[config.mk]
export PLATFORM = sky130hd
export DESIGN_NAME = midi_message_assembler_unit
export DESIGN_NICKNAME = d
export VERILOG_FILES = /design/src/hw/rtl/mma_pkg.sv /design/src/hw/rtl/mma_sysex_store.sv /design/src/hw/rtl/mma_scale.sv /design/src/hw/rtl/midi_message_assembler_unit.sv
export SDC_FILE = /design/constraint.sdc
export NUM_CORES = 1
export LEC_CHECK = 0
export BUFFER_PORTS_ARGS = -buffer_cell sky130_fd_sc_hd__buf_2
export CORE_MARGIN = 2
export CORE_UTILIZATION = 35
export DETAILED_ROUTE_END_ITERATION = 6
export GPL_TIMING_DRIVEN = 0
export HOLD_SLACK_MARGIN = 0.1
export PLACE_DENSITY_LB_ADDON = 0.08
export SYNTH_ARGS = -nofsm -noshare
export SYNTH_HDL_FRONTEND = slang
export SYNTH_HIERARCHICAL = 1
export SYNTH_SLANG_ARGS = --single-unit
export TNS_END_PERCENT = 1
[constraint.sdc]
create_clock -name clk -period 7.5 [get_ports clk]
set_input_delay 0.75 -clock clk [delete_from_list [all_inputs] [get_ports clk]]
set_output_delay 0.75 -clock clk [all_outputs]
set_load 0.005 [all_outputs]
[src/hw/rtl/mma_pkg.sv]
`default_nettype none

package mma_pkg;

  typedef logic [7:0] byte_t;
  typedef logic [6:0] data7_t;
  typedef logic [1:0] len_t;

  // Status codes and masks
  localparam byte_t STATUS_NOTE_OFF   = 8'h80;
  localparam byte_t STATUS_NOTE_ON    = 8'h90;
  localparam byte_t STATUS_POLY_PRESS = 8'hA0;
  localparam byte_t STATUS_CHAN_PRESS = 8'hD0;
  localparam byte_t STATUS_SYSEX      = 8'hF0;
  localparam byte_t STATUS_SYSEX_END  = 8'hF7;
  localparam byte_t STATUS_REALTIME   = 8'hF8;
  localparam byte_t STATUS_CH2_LIMIT  = 8'hC0;
  localparam byte_t STATUS_CH1_LIMIT  = 8'hE0;
  localparam byte_t STATUS_HI_MASK    = 8'hF0;

  // Configuration register indexes
  localparam int unsigned CFG_IDX_W = 1;
  localparam logic [CFG_IDX_W-1:0] CFG_VOLUME_CUT   = 1'd0;
  localparam logic [CFG_IDX_W-1:0] CFG_OUTPUT_ENABLE = 1'd1;

  // Volume scaling: x / 100 == (x * 5243) >> 19 for x below 43690
  localparam data7_t PCT_FULL    = 7'd100;
  localparam int unsigned PROD_W  = 14;
  localparam int unsigned RECIP_W = 13;
  localparam logic [RECIP_W-1:0] RECIP_100 = 13'd5243;
  localparam int unsigned RECIP_SHIFT = 19;

  // Data bytes expected by system status bytes 0xF0..0xFF
  localparam len_t SYS_LEN [16] = '{2'd1, 2'd1, 2'd2, 2'd1, 2'd0, 2'd0, 2'd0, 2'd0,
                                    2'd0, 2'd0, 2'd0, 2'd0, 2'd0, 2'd0, 2'd0, 2'd0};

  function automatic len_t length_of(input byte_t st);
    len_t len;
    if (st < STATUS_CH2_LIMIT) begin
      len = 2'd2;
    end else if (st < STATUS_CH1_LIMIT) begin
      len = 2'd1;
    end else if (st < STATUS_SYSEX) begin
      len = 2'd2;
    end else begin
      len = SYS_LEN[st[3:0]];
    end
    return len;
  endfunction

endpackage

`default_nettype wire

[src/hw/rtl/mma_sysex_store.sv]
`default_nettype none

module mma_sysex_store #(
  parameter int unsigned DEPTH = 32,
  parameter int unsigned AW    = 5
) (
  input  wire logic          clk,
  input  wire logic          wr_en,
  input  wire logic [AW-1:0] wr_addr,
  input  wire mma_pkg::byte_t wr_data,
  input  wire logic          rd_en,
  input  wire logic [AW-1:0] rd_addr,
  output mma_pkg::byte_t     rd_data
);
  import mma_pkg::*;

  byte_t mem [DEPTH];
  byte_t rd_data_r;

  // Single write port
  always_ff @(posedge clk) begin
    if (wr_en) begin
      mem[wr_addr] <= wr_data;
    end
  end

  // Registered read, holds when not enabled
  always_ff @(posedge clk) begin
    if (rd_en) begin
      rd_data_r <= mem[rd_addr];
    end
  end

  assign rd_data = rd_data_r;

endmodule

`default_nettype wire

[src/hw/rtl/mma_scale.sv]
`default_nettype none

module mma_scale (
  input  wire logic            clk,
  input  wire mma_pkg::data7_t level,
  input  wire mma_pkg::data7_t volume_cut,
  output mma_pkg::data7_t      scaled
);
  import mma_pkg::*;

  data7_t                   factor;
  logic [PROD_W-1:0]        prod_r;
  logic [PROD_W+RECIP_W-1:0] recip_prod;
  data7_t                   scaled_r;

  // Remaining percent; a cut of 100 or more leaves nothing
  assign factor = (volume_cut >= PCT_FULL) ? 7'd0 : (PCT_FULL - volume_cut);

  // Stage 1: level times remaining percent
  always_ff @(posedge clk) begin
    prod_r <= PROD_W'(level) * PROD_W'(factor);
  end

  // Stage 2: divide by 100 through the reciprocal
  assign recip_prod = (PROD_W+RECIP_W)'(prod_r) * (PROD_W+RECIP_W)'(RECIP_100);

  always_ff @(posedge clk) begin
    scaled_r <= recip_prod[RECIP_SHIFT+6:RECIP_SHIFT];
  end

  assign scaled = scaled_r;

endmodule

`default_nettype wire

[src/hw/rtl/midi_message_assembler_unit.sv]
// MIDI message assembler with running status.
// Input channel (in_valid/in_ready/in_midi_byte): one raw MIDI byte per beat.
// Output channel (out_valid/out_ready): one byte of a rebuilt message per beat,
// out_end_of_message marks the last byte of each message.
// Config channel (cfg_valid/cfg_ready, cfg_index, cfg_data): index 0 is the
// volume cut in percent, index 1 the output enable. Always ready; write only
// while the block is idle.
// One byte is handled at a time: in_ready is high only while idle. A byte that
// only updates state goes from decode straight back to idle. A finished channel
// message passes S_SCALE and S_SCALE2 and then sends up to 3 bytes. A sysex
// flush reads the store through its single read port at one byte a cycle while
// the receiver does not stall, then the trailing status byte is decoded again
// unless it is 0xF7.
// A stalled receiver holds the output register and the block waits; the next
// input byte is taken once the current one has produced all its beats.
// Reset (synchronous, rst_n low) clears the parser, sets cut 0, enable 1.
// With output disabled the parser still runs but no beats are presented.
`default_nettype none

module midi_message_assembler_unit #(
  parameter int unsigned SYSEX_DEPTH = 32
) (
  input  wire logic                          clk,
  input  wire logic                          rst_n,
  input  wire logic                          in_valid,
  output logic                               in_ready,
  input  wire logic [7:0]                    in_midi_byte,
  output logic                               out_valid,
  input  wire logic                          out_ready,
  output logic [7:0]                         out_send_byte,
  output logic                               out_end_of_message,
  input  wire logic                          cfg_valid,
  output logic                               cfg_ready,
  input  wire logic [mma_pkg::CFG_IDX_W-1:0] cfg_index,
  input  wire logic [6:0]                    cfg_data
);
  import mma_pkg::*;

  localparam int unsigned AW = (SYSEX_DEPTH > 1) ? $clog2(SYSEX_DEPTH) : 1;
  localparam int unsigned CW = $clog2(SYSEX_DEPTH + 1);

  typedef enum logic [2:0] {
    S_IDLE, S_DECODE, S_FLUSH_START, S_FLUSH, S_FLUSH_END, S_SCALE, S_SCALE2, S_EMIT
  } state_t;

  state_t        state_r, state_nxt;
  byte_t         byte_r, byte_nxt;
  byte_t         running_status_r, running_status_nxt;
  len_t          exp_len_r, exp_len_nxt;
  len_t          data_pos_r, data_pos_nxt;
  data7_t        first_r, first_nxt;
  data7_t        second_r, second_nxt;
  logic          in_sysex_r, in_sysex_nxt;
  logic          status_unknown_r, status_unknown_nxt;
  logic [CW-1:0] sysex_count_r, sysex_count_nxt;
  logic [CW-1:0] rd_idx_r, rd_idx_nxt;
  len_t          emit_pos_r, emit_pos_nxt;
  logic          out_valid_r, out_valid_nxt;
  byte_t         out_byte_r, out_byte_nxt;
  logic          out_eom_r, out_eom_nxt;
  data7_t        volume_cut_r, volume_cut_nxt;
  logic          output_enable_r, output_enable_nxt;

  logic          mem_wr_en;
  logic [AW-1:0] mem_wr_addr;
  byte_t         mem_wr_data;
  logic          mem_rd_en;
  logic [AW-1:0] mem_rd_addr;
  byte_t         mem_rd_data;

  byte_t         rs_hi;
  logic          scale_d1, scale_d2;
  data7_t        scale_in, scaled;
  byte_t         d1_out, d2_out;
  logic          slot_free;

  mma_sysex_store #(
    .DEPTH (SYSEX_DEPTH),
    .AW    (AW)
  ) u_store (
    .clk     (clk),
    .wr_en   (mem_wr_en),
    .wr_addr (mem_wr_addr),
    .wr_data (mem_wr_data),
    .rd_en   (mem_rd_en),
    .rd_addr (mem_rd_addr),
    .rd_data (mem_rd_data)
  );

  // Velocity / pressure selection for the scaler
  assign rs_hi    = running_status_r & STATUS_HI_MASK;
  assign scale_d1 = (rs_hi == STATUS_CHAN_PRESS);
  assign scale_d2 = (rs_hi == STATUS_NOTE_OFF) || (rs_hi == STATUS_NOTE_ON) ||
                    (rs_hi == STATUS_POLY_PRESS);
  assign scale_in = scale_d1 ? first_r : second_r;

  mma_scale u_scale (
    .clk        (clk),
    .level      (scale_in),
    .volume_cut (volume_cut_r),
    .scaled     (scaled)
  );

  assign d1_out = {1'b0, ((exp_len_r != 2'd0) && (volume_cut_r != 7'd0) && scale_d1)
                         ? scaled : first_r};
  assign d2_out = {1'b0, ((exp_len_r == 2'd2) && (volume_cut_r != 7'd0) && scale_d2)
                         ? scaled : second_r};

  assign slot_free = !out_valid_r || out_ready;

  assign in_ready           = (state_r == S_IDLE);
  assign cfg_ready          = 1'b1;
  assign out_valid          = out_valid_r;
  assign out_send_byte      = out_byte_r;
  assign out_end_of_message = out_eom_r;

  // Parser sequencer
  always_comb begin
    len_t len_new;
    len_t dp_inc;

    state_nxt          = state_r;
    byte_nxt           = byte_r;
    running_status_nxt = running_status_r;
    exp_len_nxt        = exp_len_r;
    data_pos_nxt       = data_pos_r;
    first_nxt          = first_r;
    second_nxt         = second_r;
    in_sysex_nxt       = in_sysex_r;
    status_unknown_nxt = status_unknown_r;
    sysex_count_nxt    = sysex_count_r;
    rd_idx_nxt         = rd_idx_r;
    emit_pos_nxt       = emit_pos_r;
    out_valid_nxt      = out_valid_r && !out_ready;
    out_byte_nxt       = out_byte_r;
    out_eom_nxt        = out_eom_r;
    volume_cut_nxt     = volume_cut_r;
    output_enable_nxt  = output_enable_r;
    mem_wr_en          = 1'b0;
    mem_wr_addr        = sysex_count_r[AW-1:0];
    mem_wr_data        = byte_r;
    mem_rd_en          = 1'b0;
    mem_rd_addr        = '0;
    len_new            = length_of(byte_r);
    dp_inc             = data_pos_r + 2'd1;

    // Config writes
    if (cfg_valid) begin
      case (cfg_index)
        CFG_VOLUME_CUT:    volume_cut_nxt    = cfg_data;
        CFG_OUTPUT_ENABLE: output_enable_nxt = cfg_data[0];
        default:           ;
      endcase
    end

    case (state_r)
      S_IDLE: begin
        if (in_valid) begin
          byte_nxt  = in_midi_byte;
          state_nxt = S_DECODE;
        end
      end

      S_DECODE: begin
        if (byte_r[7]) begin
          if ((byte_r < STATUS_REALTIME) && in_sysex_r) begin
            state_nxt = S_FLUSH_START;
          end else begin
            running_status_nxt = byte_r;
            exp_len_nxt        = len_new;
            data_pos_nxt       = 2'd0;
            status_unknown_nxt = 1'b0;
            if (byte_r == STATUS_SYSEX) begin
              in_sysex_nxt    = 1'b1;
              mem_wr_en       = 1'b1;
              mem_wr_addr     = '0;
              sysex_count_nxt = CW'(1);
              state_nxt       = S_IDLE;
            end else if (len_new == 2'd0) begin
              emit_pos_nxt = 2'd0;
              state_nxt    = S_EMIT;
            end else begin
              state_nxt = S_IDLE;
            end
          end
        end else if (in_sysex_r) begin
          // Store sysex data, drop beyond depth
          if (sysex_count_r < CW'(SYSEX_DEPTH)) begin
            mem_wr_en       = 1'b1;
            sysex_count_nxt = sysex_count_r + CW'(1);
          end
          state_nxt = S_IDLE;
        end else if (status_unknown_r) begin
          state_nxt = S_IDLE;
        end else begin
          if (dp_inc == 2'd1) begin
            first_nxt = byte_r[6:0];
          end else begin
            second_nxt = byte_r[6:0];
          end
          if (dp_inc >= exp_len_r) begin
            data_pos_nxt = 2'd0;
            emit_pos_nxt = 2'd0;
            state_nxt    = S_SCALE;
          end else begin
            data_pos_nxt = dp_inc;
            state_nxt    = S_IDLE;
          end
        end
      end

      S_FLUSH_START: begin
        mem_rd_en   = 1'b1;
        mem_rd_addr = '0;
        rd_idx_nxt  = '0;
        state_nxt   = S_FLUSH;
      end

      // One stored byte per beat; next read issued as the current one leaves
      S_FLUSH: begin
        if (slot_free) begin
          out_valid_nxt = output_enable_r;
          out_byte_nxt  = mem_rd_data;
          out_eom_nxt   = 1'b0;
          if ((rd_idx_r + CW'(1)) < sysex_count_r) begin
            rd_idx_nxt  = rd_idx_r + CW'(1);
            mem_rd_en   = 1'b1;
            mem_rd_addr = rd_idx_nxt[AW-1:0];
          end else begin
            state_nxt = S_FLUSH_END;
          end
        end
      end

      S_FLUSH_END: begin
        if (slot_free) begin
          out_valid_nxt      = output_enable_r;
          out_byte_nxt       = STATUS_SYSEX_END;
          out_eom_nxt        = 1'b1;
          sysex_count_nxt    = '0;
          in_sysex_nxt       = 1'b0;
          status_unknown_nxt = 1'b1;
          state_nxt          = (byte_r == STATUS_SYSEX_END) ? S_IDLE : S_DECODE;
        end
      end

      S_SCALE:  state_nxt = S_SCALE2;
      S_SCALE2: state_nxt = S_EMIT;

      // Status, then up to two data bytes
      S_EMIT: begin
        if (slot_free) begin
          out_valid_nxt = output_enable_r;
          out_eom_nxt   = (emit_pos_r == exp_len_r);
          case (emit_pos_r)
            2'd0:    out_byte_nxt = running_status_r;
            2'd1:    out_byte_nxt = d1_out;
            default: out_byte_nxt = d2_out;
          endcase
          if (emit_pos_r == exp_len_r) begin
            state_nxt = S_IDLE;
          end else begin
            emit_pos_nxt = emit_pos_r + 2'd1;
          end
        end
      end

      default: state_nxt = S_IDLE;
    endcase
  end

  always_ff @(posedge clk) begin
    if (!rst_n) begin
      state_r          <= S_IDLE;
      byte_r           <= '0;
      running_status_r <= '0;
      exp_len_r        <= '0;
      data_pos_r       <= '0;
      first_r          <= '0;
      second_r         <= '0;
      in_sysex_r       <= 1'b0;
      status_unknown_r <= 1'b0;
      sysex_count_r    <= '0;
      rd_idx_r         <= '0;
      emit_pos_r       <= '0;
      out_valid_r      <= 1'b0;
      out_byte_r       <= '0;
      out_eom_r        <= 1'b0;
      volume_cut_r     <= '0;
      output_enable_r  <= 1'b1;
    end else begin
      state_r          <= state_nxt;
      byte_r           <= byte_nxt;
      running_status_r <= running_status_nxt;
      exp_len_r        <= exp_len_nxt;
      data_pos_r       <= data_pos_nxt;
      first_r          <= first_nxt;
      second_r         <= second_nxt;
      in_sysex_r       <= in_sysex_nxt;
      status_unknown_r <= status_unknown_nxt;
      sysex_count_r    <= sysex_count_nxt;
      rd_idx_r         <= rd_idx_nxt;
      emit_pos_r       <= emit_pos_nxt;
      out_valid_r      <= out_valid_nxt;
      out_byte_r       <= out_byte_nxt;
      out_eom_r        <= out_eom_nxt;
      volume_cut_r     <= volume_cut_nxt;
      output_enable_r  <= output_enable_nxt;
    end
  end

`ifndef SYNTHESIS
  a_count_bound: assert property (@(posedge clk) disable iff (!rst_n)
    sysex_count_r <= CW'(SYSEX_DEPTH))
    else $error("sysex count beyond store depth");

  a_sysex_nonempty: assert property (@(posedge clk) disable iff (!rst_n)
    in_sysex_r |-> (sysex_count_r != '0))
    else $error("sysex active with empty store");

  a_beat_enabled: assert property (@(posedge clk) disable iff (!rst_n)
    $rose(out_valid_r) |-> output_enable_r)
    else $error("beat presented while output disabled");

  a_accept_decode: assert property (@(posedge clk) disable iff (!rst_n)
    (in_valid && in_ready) |=> (state_r == S_DECODE))
    else $error("accepted byte not decoded");

  a_pos_bound: assert property (@(posedge clk) disable iff (!rst_n)
    (data_pos_r != 2'd3) && ((state_r != S_EMIT) || (emit_pos_r <= exp_len_r)))
    else $error("data or emit position out of range");
`endif

endmodule

`default_nettype wire
== Yosys cells after proc, flatten, opt, wreduce, memory -nomap -nowiden ==
Memory sizes are Yosys's and may differ from the RTL's. A register that Yosys moved wholly into a read port is not among the register bits.
Cells that the tools add are included.

* Register bits: 92
* RAM bits: 256
* Bits in read-only memories: 32
* Input bits: 21
* Output and inout port bits: 12
* Word-level logic and storage cells: 204
* Memories: 2

{| class="wikitable"
|+ Memory list
! name !! words !! bits a word !! read ports !! clocked after memory_dff !! wr ports !! RTL line !! source
|-
| u_store.mem || 32 || 8 || 1 || 1 || 1 || mma_sysex_store.sv:17 || <nowiki>byte_t mem [DEPTH];</nowiki>
|-
| (name not given) || 16 || 2 || 1 || 0 || 0 || mma_pkg.sv:46 || <nowiki>len = SYS_LEN[st[3:0]];</nowiki>
|}

* Add/subtract/negate cells: 5
* $mul: 2
* $lt $le $gt $ge: 9
* Equality and inequality tests: 40
* Multiplexer cells: 85
* Bitwise logic cells: 7
* Reductions and logical operators: 35

{| class="wikitable"
|+ Operators with widths
! operator !! count
|-
| 6-bit two-way mux || 8
|-
| 3-bit two-way mux || 13
|-
| 2-bit two-way mux || 19
|-
| 5-bit two-way mux || 7
|-
| 8-bit < comparator, second input constant || 4
|-
| 7-bit two-way mux || 4
|-
| 2-bit != test, second input constant || 14
|-
| 3-bit != test, second input constant || 9
|-
| 14-bit by 13-bit multiplier with 26-bit output, second input constant || 1
|-
| 8-bit two-way mux || 3
|-
| 3-bit one-hot mux with 8 select lines || 1
|-
| 6-bit one-hot mux with 2 select lines || 2
|-
| 8-bit one-hot mux with 3 select lines || 1
|-
| 1-bit two-way mux || 21
|-
| 4-bit equality test, second input constant || 4
|-
| 8-bit equality test, second input constant || 2
|-
| 8-bit one-hot mux with 2 select lines || 1
|-
| 5-bit AND reduction || 3
|-
| 7-bit by 7-bit multiplier with 14-bit output || 1
|-
| 6-bit by 1-bit adder with 6-bit output, second input constant || 2
|-
| 3-bit equality test, second input constant || 4
|-
| 4-bit AND reduction || 3
|-
| 6-bit AND reduction || 2
|-
| 9-bit AND reduction || 1
|-
| 28 further kinds || 53
|}

== Longest topological paths before layout ==
Gate-level depths: netlist of run 1.

* Depth in word-level cells: 13
* Mapped depth: 21
* Mapped depth without buffers: 21

== By module ==
The synthesis of run 1 kept the hierarchy.

{| class="wikitable"
|+ Modules (own cells, without submodules)
! module !! times used !! cells each !! area each (um2) !! sequential area each (um2)
|-
| mma_sysex_store || 1 || 417 || 10,133.5 || 7,927.6
|-
| mma_scale || 1 || 542 || 5,352.6 || 420.4
|-
| midi_message_assembler_unit || 1 || 459 || 3,824.9 || 1,421.4
|}

== Worst setup path after synthesis of run 1 ==
No wires, ideal clock.

* Path type: register to register
* Start: register volume_cut_r[0]
* End: register u_scale.prod_r[13]
* Setup time: 0.118 ns
* Arrival time: 4.886 ns
* Slack: 2.496 ns
* Cell stages (with the launch flop): 21
* Path buffers: 0
* Period minus slack after synthesis: 5.004 ns
* Cell sequence: dfxtp_1 > inv_1 > ha_1 > o31ai_1 > a21oi_1 > a211oi_1 > nand2_1 > fa_1 > fa_1 > inv_1 > fa_1 > inv_1 > fa_1 > inv_1 > ha_1 > o21a_1 > nor2_1 > o311ai_1 > a21o_1 > a21oi_2 > xnor2_1

* Word-level cells in the longest chain between the ends: 3
* Elaborated cells between the ends (all ways): 4

{| class="wikitable"
|+ RTL lines
! what !! RTL line !! source
|-
| start: declaration || midi_message_assembler_unit.sv:61 || <nowiki>data7_t volume_cut_r, volume_cut_nxt;</nowiki>
|-
| start signal: assignment || midi_message_assembler_unit.sv:307 || <nowiki>volume_cut_r <= volume_cut_nxt;</nowiki>
|-
| 7-bit subtractor / 7-bit greater-or-equal comparator (equally long branches) || mma_scale.sv:17 || <nowiki>assign factor = (volume_cut >= PCT_FULL) ? 7'd0 : (PCT_FULL - volume_cut);</nowiki>
|-
| 7-bit two-way mux (*) || mma_scale.sv:17 ||
|-
| 7-bit by 7-bit multiplier with 14-bit output (*) || mma_scale.sv:21 || <nowiki>prod_r <= PROD_W'(level) * PROD_W'(factor);</nowiki>
|-
| end signal: assignment || mma_scale.sv:21 ||
|-
| end: declaration || mma_scale.sv:12 || <nowiki>logic [PROD_W-1:0] prod_r;</nowiki>
|}

Mark *: on every way between the ends. The rest lies on a longest branch, timed or not.
A chain may end at the register's enable or synchronous reset.

== Worst setup path after layout of run 1 ==
Ends and elaborated chain as after synthesis.

==> results of run 1 <==
## logic make-up (layout without fill, tap and decap cells)
family	Yosys count	count (layout)	share of synthesized area
adder cells (fa/ha/maj)	225	225	0.179
other	1	1	0.000194
AND/OR/NAND/NOR	304	304	0.0783
multiplexers	127	127	0.120
XOR/XNOR	31	31	0.0141
flip-flops	356	356	0.506
buffers and inverters	207	311	0.0426
AO/OA/AOI/OAI	167	167	0.0601
## worst max-delay path: stages (launching register included)
cell                       delay, ns
sky130_fd_sc_hd__dfxtp_1        0.41
sky130_fd_sc_hd__inv_1          0.10
sky130_fd_sc_hd__ha_1           0.23
sky130_fd_sc_hd__o31ai_1        0.23
sky130_fd_sc_hd__a21oi_1        0.16
sky130_fd_sc_hd__a211oi_1       0.79
sky130_fd_sc_hd__nand2_1        0.16
sky130_fd_sc_hd__fa_1           0.49
sky130_fd_sc_hd__fa_1           0.55
sky130_fd_sc_hd__inv_1          0.07
sky130_fd_sc_hd__fa_1           0.54
sky130_fd_sc_hd__inv_1          0.06
sky130_fd_sc_hd__fa_1           0.54
sky130_fd_sc_hd__inv_1          0.04
sky130_fd_sc_hd__ha_1           0.33
sky130_fd_sc_hd__o21a_1         0.14
sky130_fd_sc_hd__nor2_1         0.05
sky130_fd_sc_hd__o311ai_1       0.43
sky130_fd_sc_hd__a21o_1         0.21
sky130_fd_sc_hd__a21oi_2        0.06
sky130_fd_sc_hd__xnor2_1        0.12
## layer usage
layer,vias to the layer above,part of all wire,GRT usage
met4,0,0.021,0.0460
met1,5849,0.47,0.236
met5,-,0,0
met2,186,0.48,0.274
met3,65,0.036,0.0260
li1,5312,-,-
## cell type report
type | instances | area (um^2) | share of cell area
plain buffers | 45 | 215 | 0.00997
multi-input cells | 855 | 8720 | 0.404
clock buffers | 50 | 1050 | 0.0486
well taps | 704 | 881 | 0.0408
clock inverters | 23 | 189 | 0.00875
repair buffers | 31 | 155 | 0.00719
inverters | 162 | 608 | 0.0282
flip-flops and latches | 356 | 9780 | 0.453
## worst min-delay path by stage
| stage | cells after the start | slack [ns] | to | startpoint |
|---|---|---|---|---|
| 2_1_floorplan | 2 | 0.44 | running_status_r[0]$_SDFFE_PN0P_ | running_status_r[0]$_SDFFE_PN0P_ |
| 3_3_place_gp | 2 | 0.44 | running_status_r[2]$_SDFFE_PN0P_ | running_status_r[2]$_SDFFE_PN0P_ |
| 3_5_place_dp | 2 | 0.45 | running_status_r[1]$_SDFFE_PN0P_ | running_status_r[1]$_SDFFE_PN0P_ |
| 4_1_cts | 3 | 0.38 | byte_r[0]$_SDFFE_PN0P_ | in_midi_byte[0] |
| 5_1_grt | 3 | 0.41 | byte_r[1]$_SDFFE_PN0P_ | in_midi_byte[1] |
| 6_report | 3 | 0.41 | byte_r[5]$_SDFFE_PN0P_ | in_midi_byte[5] |
## cells in the final DEF, fill, tap and decap left out, types with 5 or more instances in the layout
| cell | n |
|---|---|
| sky130_fd_sc_hd__a211oi_1 | 7 |
| sky130_fd_sc_hd__and3_1 | 7 |
| sky130_fd_sc_hd__nand4_1 | 8 |
| sky130_fd_sc_hd__clkinv_1 | 9 |
| sky130_fd_sc_hd__mux2_2 | 29 |
| sky130_fd_sc_hd__a21oi_1 | 63 |
| sky130_fd_sc_hd__dfxtp_2 | 6 |
| sky130_fd_sc_hd__and2_1 | 44 |
| sky130_fd_sc_hd__xnor2_1 | 19 |
| sky130_fd_sc_hd__clkbuf_16 | 40 |
| sky130_fd_sc_hd__o211ai_1 | 6 |
| sky130_fd_sc_hd__clkinv_2 | 8 |
| sky130_fd_sc_hd__nor3_1 | 7 |
| sky130_fd_sc_hd__buf_2 | 35 |
| sky130_fd_sc_hd__edfxtp_1 | 264 |
| sky130_fd_sc_hd__clkbuf_1 | 35 |
| sky130_fd_sc_hd__nand3b_1 | 9 |
| sky130_fd_sc_hd__o2111ai_1 | 6 |
| sky130_fd_sc_hd__xor2_1 | 12 |
| sky130_fd_sc_hd__fa_1 | 86 |
| sky130_fd_sc_hd__inv_1 | 162 |
| sky130_fd_sc_hd__nand2_1 | 86 |
| sky130_fd_sc_hd__mux2i_1 | 18 |
| sky130_fd_sc_hd__o21ai_0 | 21 |
| sky130_fd_sc_hd__nand2b_1 | 9 |
| sky130_fd_sc_hd__or3b_2 | 5 |
| sky130_fd_sc_hd__buf_1 | 6 |
| sky130_fd_sc_hd__mux4_2 | 80 |
| sky130_fd_sc_hd__nand3_1 | 28 |
| sky130_fd_sc_hd__ha_1 | 139 |
| sky130_fd_sc_hd__dfxtp_1 | 86 |
| sky130_fd_sc_hd__a221oi_1 | 7 |
| sky130_fd_sc_hd__buf_4 | 7 |
| sky130_fd_sc_hd__nor2_1 | 76 |
| sky130_fd_sc_hd__a21o_1 | 12 |
## where the power goes
part / switching (mW) / internal (mW)
registers: 0.0569 / 2.14
logic: 0.0879 / 0.0439
clock network: 0.822 / 1.04
total: 0.967 / 3.22
## sequential cells by signal, indices dropped and copies added (netlist names), 7 cells and up
signal            cells
running_status_r      8
u_store/mem         256
second_r              7
volume_cut_r          7
u_store/rd_data       8
out_send_byte         8
u_scale/scaled        7
u_scale/prod_r       14
byte_r                8
first_r               7
## stage by stage
step                utilization  hold WS [ns]
finish                    0.394         0.406
global placement          0.371         0.443
floorplan                     -         0.436
detailed placement        0.372         0.453
CTS                       0.394         0.383
global route              0.394         0.405
==> parameters.txt, run 1 <==
Parameter                              Value

Final layout
  Cell area after layout ... 21600 um^2
  Area grow syn2layout ... 11.8%
  Antenna diode instance count ... 0
  Layout cells sized above 1 ... 0.153
  Final-stage net count ... between 1500 and 2000
  Finished Layout Cells ... 2226
  Final-layout fill cell count ... ~5200

Drt
  Post-detailed-route via-to-cell ratio ... just over 5
  Detailed Routing Iterations Pass 1 ... 7
  Average wire per standard cell ... 20.9 um
  Number of nets with antenna violations after detailed routing ... 0
  Post-route DRC violation count ... 0
  Initial DRC count ... between 600 and 700
  Wire length reported by the detailed router ... 46.6 mm
  Count of vias placed by the detailed router ... 11400

Worst hold path
  Class of the tightest hold or removal check ... in2reg

Timing
  Time the final worst path needs with I/O delays and setup ... 5.84 ns
  Worst-case clock skew ... between 0.02 and 0.03 ns
  Fmax achieved ... 171 MHz
  Count of final max-slew check failures ... 0
  Setup slack of the critical path after layout ... 1.66 ns
  Relative slew margins ... 0.146
  Final Hold Vio Count ... 0
  Crit share post-route ... 0.779
  Tightest Pin Transition ... ~1.3 ns
  Count of final setup violators ... 0
  RSZ-0062 raised after global routing ... false
  Setup total negative slack ... 0 ns

Global routing
  GR Overflow Total ... 0
  Total global routing track utilization ... 0.169
  Pin count of the biggest net entering global routing ... 40
  First-pass GRT wire length ... between 70 and 80 mm
  Antenna violations before repair ... 0
  Vias in the first global route ... 12000

Yosys
  Yosys top cell by area ... sky130_fd_sc_hd__edfxtp_1
  Combined area of all synthesized cells ... 19300 um^2
  Synthesized netlist cell count ... 1418
  Post-synthesis async set-or-reset flop share ... 0
  Top post-synthesis cells by area ... sky130_fd_sc_hd__edfxtp_1 (41%), sky130_fd_sc_hd__dfxtp_1 (9.5%), sky130_fd_sc_hd__mux4_2 (9.3%), sky130_fd_sc_hd__ha_1 (9.0%), sky130_fd_sc_hd__fa_1 (8.9%)
  Syn_area_per_cell ... between 10 and 15 um^2
  Syn_nets ... 1664
  Synthesis-stage register bit count ... ~360
  Dominant cell by count in the synthesized netlist ... sky130_fd_sc_hd__edfxtp_1
  Cell types with the highest counts after synthesis ... sky130_fd_sc_hd__edfxtp_1 (264), sky130_fd_sc_hd__inv_1 (162), sky130_fd_sc_hd__ha_1 (139)
  Main flop type after synthesis ... sky130_fd_sc_hd__edfxtp_1
  Portion of the post-synthesis area used by sequential elements ... 0.506
  Share of the synthesized area in the top cell type ... 0.411
  Number of library cell types mapped by synthesis ... 71
  Post-synth EDFFs ... 264
  Synthesis warning total ... 6

Clock tree
  Hold buffers post-CTS ... 0
  Number of buffers on the longest clock path ... 3
  Clk sink count ... approximately 360
  Root Buffer Master ... sky130_fd_sc_hd__clkbuf_16
  Number of gates resized after CTS ... 0
  Clock Pin Slew Worst Setup and Hold Paths ... approximately 0.060 ns
  Setup fix buffers added after clock tree synthesis ... 0
  H-Tree Depth ... 2
  Clock tree from TritonCTS ... done
  Number of buffers inserted during clock tree synthesis ... 40
  Clock insertion delay at the later pin of the skew report ... 0.57 ns

Place
  Setup slack at placement ... 1.66 ns
  Half-perimeter wire length after placement ... between 30 and 40 mm
  Count of input and output buffers ... 31
  Weighted congestion at the end of routability-driven global placement ... between 0.8 and 0.9
  Number of placed cells counting well taps ... 2153
  Post-DP Area ... about 20000 um^2

Pwr
  Design Power ... ~4.2 mW
  Total power per unit cell area ... 194 nW/um^2
  Cell leakage power ... 8.35 nW
  Worst vdd ir ... 168 uV

Outcome
  Result of the run ... finished, final reports clean

Worst setup path
  Worst-path maximum fanout ... 7
  Critical path start-end classification ... reg2reg
  Slack of the worst reg-to-reg path ... 1.66 ns
  Depth of the most critical reg-to-reg path ... 20
  Worst path arrival time ... 6.28 ns
  Critical register-to-register path startpoint ... volume_cut_r[0]$_SDFFE_PN0P_
  Setup crit start kind ... register
  Worst Path Required ... 7.94 ns
  Launch point of the critical path ... volume_cut_r[0]$_SDFFE_PN0P_
  Kind of capture point of the worst setup path ... register
  Critical R2R Capture ... u_scale/prod_r[13]$_DFF_P_
  End of the critical path ... u_scale/prod_r[13]$_DFF_P_

Floorplan
  Die area ... 57100 um^2
  Effective utilization at floorplan ... 0.353
  Die Y-Extent ... 239 um
  Standard cell core area ... 54800 um^2
  Number of cell rows ... 86
  I/O pins ... 33
  Die outline width ... ~240 um

Job
  Max_cap viols ... 0
Power figures use the tool's default switching activity.
==> run 2: changes to the inputs <==
Settings changed: ABC_AREA set to 1.
Clock period 7.5 ns to 5.5 ns, I/O delays scaled along.
==> run 2 against run 1 <==
  * Clock power rose by 53%
  * Critical path type unchanged
  * Critical path depth rose by 1
  * Critical endpoint is now u_scale/prod_r[11]$_DFF_P_
  * Count of clock-buffer cells in the layout rose by 2
  * Power rose by 76%
  * Synthesized area rose by 6.8%
==> parameters.txt, run 2 <==
Parameter                              Value

Global routing
  Total global routing track utilization ... 0.191
  Met3 track demand over resource in global routing ... 0.0226
  Pin count of the biggest net entering global routing ... 37
  Top Usage Layer GRT ... met2
  First-pass GRT wire length ... about 89 mm
  Global-route met2 utilization ... 0.307
  Vias in the first global route ... 15200
  Global routing met1 resource utilization ... 0.273
  Antenna violations before repair ... 0
  GR Overflow Total ... 0

Floorplan
  Standard cell core area ... 58000 um^2
  Number of cell rows ... 88
  Die outline width ... 247 um
  I/O pins ... 33
  Effective utilization at floorplan ... 0.355
  Die area ... 60900 um^2
  Die Y-Extent ... 247 um

Timing
  Time the final worst path needs with I/O delays and setup ... around 5.1 ns
  Final Hold Vio Count ... 0
  Setup total negative slack ... 0 ns
  Count of final setup violators ... 0
  Tightest Pin Transition ... 0.996 ns
  Worst-case clock skew ... 0.0183 ns
  Fmax achieved ... approximately 200 MHz
  Crit share post-route ... 0.922
  Count of final max-slew check failures ... 0
  RSZ-0062 raised after global routing ... false
  Relative slew margins ... 0.334

Pwr
  Worst vdd ir ... 237 uV
  Design Power ... 7.39 mW
  Cell leakage power ... approximately 10 nW
  Total power per unit cell area ... 317 nW/um^2

Worst setup path
  Depth of the most critical reg-to-reg path ... 21
  Kind of capture point of the worst setup path ... register
  Worst path arrival time ... 5.49 ns
  Max stage delay cell, worst path ... sky130_fd_sc_hd__fa_1
  Buffering stage count on the worst path with inverters included ... 5
  Cell repeated most along the worst path ... sky130_fd_sc_hd__inv_1
  Critical R2R Capture ... u_scale/prod_r[11]$_DFF_P_
  Sequence of cells on the critical path ... inv_1 -> ha_1 -> nand2_1 -> a21oi_1 -> or2_2 -> nand3_1 -> inv_1 -> nand2_1 -> fa_1 -> fa_1 -> inv_1 -> fa_1 -> inv_1 -> fa_1 -> inv_1 -> ha_1 -> a21oi_1 -> o21bai_1 -> a21oi_1 -> o21ai_0 -> xor2_1
  Cell depth of the worst setup path ... 21
  Launch point of the critical path ... volume_cut_r[0]$_SDFFE_PN0P_
  Critical path start-end classification ... reg2reg
  Slack of the worst reg-to-reg path ... ~0.43 ns
  Worst Path Required ... between 5 and 6 ns
  Setup crit start kind ... register
  Critical register-to-register path startpoint ... volume_cut_r[0]$_SDFFE_PN0P_
  Worst-path maximum fanout ... 5
  Family with the most delay on the worst path ... adder cells
  End of the critical path ... u_scale/prod_r[11]$_DFF_P_
  Critical Path Max Stage Delay ... 0.55 ns

Yosys
  Number of library cell types mapped by synthesis ... 47
  Yosys top cell by area ... sky130_fd_sc_hd__edfxtp_1
  Syn_nets ... 2455
  Top post-synthesis cells by area ... sky130_fd_sc_hd__edfxtp_1 (38%), sky130_fd_sc_hd__nand2_1 (10%), sky130_fd_sc_hd__dfxtp_1 (8.9%), sky130_fd_sc_hd__ha_1 (8.4%), sky130_fd_sc_hd__fa_1 (8.3%)
  Dominant cell by count in the synthesized netlist ... sky130_fd_sc_hd__nand2_1
  Post-synthesis async set-or-reset flop share ... 0
  Post-synth EDFFs ... 264
  Share of the synthesized area in the top cell type ... 0.384
  Main flop type after synthesis ... sky130_fd_sc_hd__edfxtp_1
  Synthesis warning total ... 6
  Portion of the post-synthesis area used by sequential elements ... 0.474
  Synthesis-stage register bit count ... 356
  Syn_area_per_cell ... 9.34 um^2
  Cell types with the highest counts after synthesis ... sky130_fd_sc_hd__nand2_1 (565), sky130_fd_sc_hd__nand3_1 (291), sky130_fd_sc_hd__inv_1 (272)
  Combined area of all synthesized cells ... about 21000 um^2
  Synthesized netlist cell count ... 2209

Worst hold path
  Hold Path Cell Cnt ... 3
  Class of the tightest hold or removal check ... in2reg

Clock tree
  Clock tree from TritonCTS ... done
  Clock Pin Slew Worst Setup and Hold Paths ... 0.06 ns
  Number of buffers inserted during clock tree synthesis ... 41
  Clk sink count ... 356
  Root Buffer Master ... sky130_fd_sc_hd__clkbuf_16
  Clock insertion delay at the later pin of the skew report ... roughly 0.56 ns
  Hold buffers post-CTS ... 0
  Number of buffers on the longest clock path ... 3
  H-Tree Depth ... 2

Drt
  Detailed Routing Iterations Pass 1 ... 7
  Wire length reported by the detailed router ... 57.0 mm
  Initial DRC count ... between 900 and 1000
  Number of nets with antenna violations after detailed routing ... 0
  Average wire per standard cell ... 18.5 um
  Post-detailed-route via-to-cell ratio ... 4.91
  Post-route DRC violation count ... 0
  Count of vias placed by the detailed router ... 15200

Final layout
  Register with the highest flop count ... u_store/mem
  Layout cells sized above 1 ... 0.0926
  Antenna diode instance count ... 0
  Leading registers by flop count ... u_store/mem: 256 flops, u_scale/prod_r: 14 flops
  Final-stage net count ... between 2000 and 3000
  Top library cells by usage in the layout, fill and taps aside ... sky130_fd_sc_hd__nand2_1 (565), sky130_fd_sc_hd__nand3_1 (291), sky130_fd_sc_hd__inv_1 (272)
  Most frequent standard cell in the layout excluding fill and tap cells ... sky130_fd_sc_hd__nand2_1
  Cell area after layout ... 23300 um^2
  Final cell utilization of the core ... 0.401
  Flip-flop count of the largest register, all copies and words added ... 256
  Area grow syn2layout ... 12.9%

Place
  Weighted congestion at the end of routability-driven global placement ... 0.860
  Post-DP Area ... 21900 um^2
  Count of input and output buffers ... 30
  Half-perimeter wire length after placement ... 42.9 mm

Job
  Max_cap viols ... 0

Outcome
  Result of the run ... finished, final reports clean
-- run 2: worst min-delay path by stage --
| stage | start | end | slack, ns |
|---|---|---|---|
| 6_report | cfg_data[6] | volume_cut_r[6]$_SDFFE_PN0P_ | 0.23 |
| 5_1_grt | in_midi_byte[6] | byte_r[6]$_SDFFE_PN0P_ | 0.24 |
| 4_1_cts | cfg_data[6] | volume_cut_r[6]$_SDFFE_PN0P_ | 0.22 |
| 3_5_place_dp | out_send_byte[1]$_SDFFE_PN0P_ | out_send_byte[1]$_SDFFE_PN0P_ | 0.46 |
| 3_3_place_gp | data_pos_r[1]$_SDFFE_PN0P_ | data_pos_r[1]$_SDFFE_PN0P_ | 0.45 |
| 2_1_floorplan | output_enable_r$_SDFFE_PN1P_ | output_enable_r$_SDFFE_PN1P_ | 0.43 |
-- run 2: power by group --
group          internal [mW]  total, mW  switching [mW]  leakage (nW)
Combinational          0.366       1.17           0.800          6.30
Sequential              3.17       3.38           0.208          3.17
Clock                   1.71       2.84            1.13         0.693
Total                   5.25       7.39            2.14          10.2
-- run 2: final cells by class --
| cell class | instances | area, um^2 |
|---|---|---|
| Sequential cell | 356 | 9780 |
| Tap cell | 765 | 957 |
| Fill cell | 5798 | 34700 |
| Clock inverter | 24 | 273 |
| Timing Repair Buffer | 36 | 278 |
| Inverter | 284 | 1080 |
| Multi-Input combinational cell | 1498 | 9270 |
| Clock buffer | 52 | 1140 |
| Buffer | 71 | 508 |
-- run 2: logic make-up (layout without fill, tap and decap cells) --
family          Yosys count  in the layout  synth area share
xor+xnor                 19             19           0.00807
simple gates           1062           1062             0.224
fa+ha+maj               225            225             0.168
other cells               1              1          0.000182
flops                   356            356             0.474
buf+inv                 355            467            0.0768
compound gates          191            191            0.0492
-- run 2: tightest hold or removal path: stages --
cell and delay [ns]:
sky130_fd_sc_hd__buf_2 0.08, sky130_fd_sc_hd__nor2_1 0.04, sky130_fd_sc_hd__nor2_1 0.08
-- run 2: metrics by stage --
stage                     hold slack, ns  cells  worst slack [ns]
final                              0.233   3086             0.430
after global routing               0.242   3086            0.0674
after CTS                          0.216   3086             0.366
after detailed placement           0.461   3010             0.396
after global placement             0.453   3004             0.410
after floorplan                    0.429   2209             0.884
-- run 2: routing by layer --
metal,part of all wire,wire [um]
met5,0,0
met4,0.023,1330
met3,0.043,2460
met2,0.46,26100
met1,0.48,27200
-- run 2: timing repair --
| item | CTS | global route |
|---|---|---|
| gates resized for setup | 0 | 1 |
| endpoints found under the setup margin | 0 | 1 |
| buffers inserted | 0 | 0 |
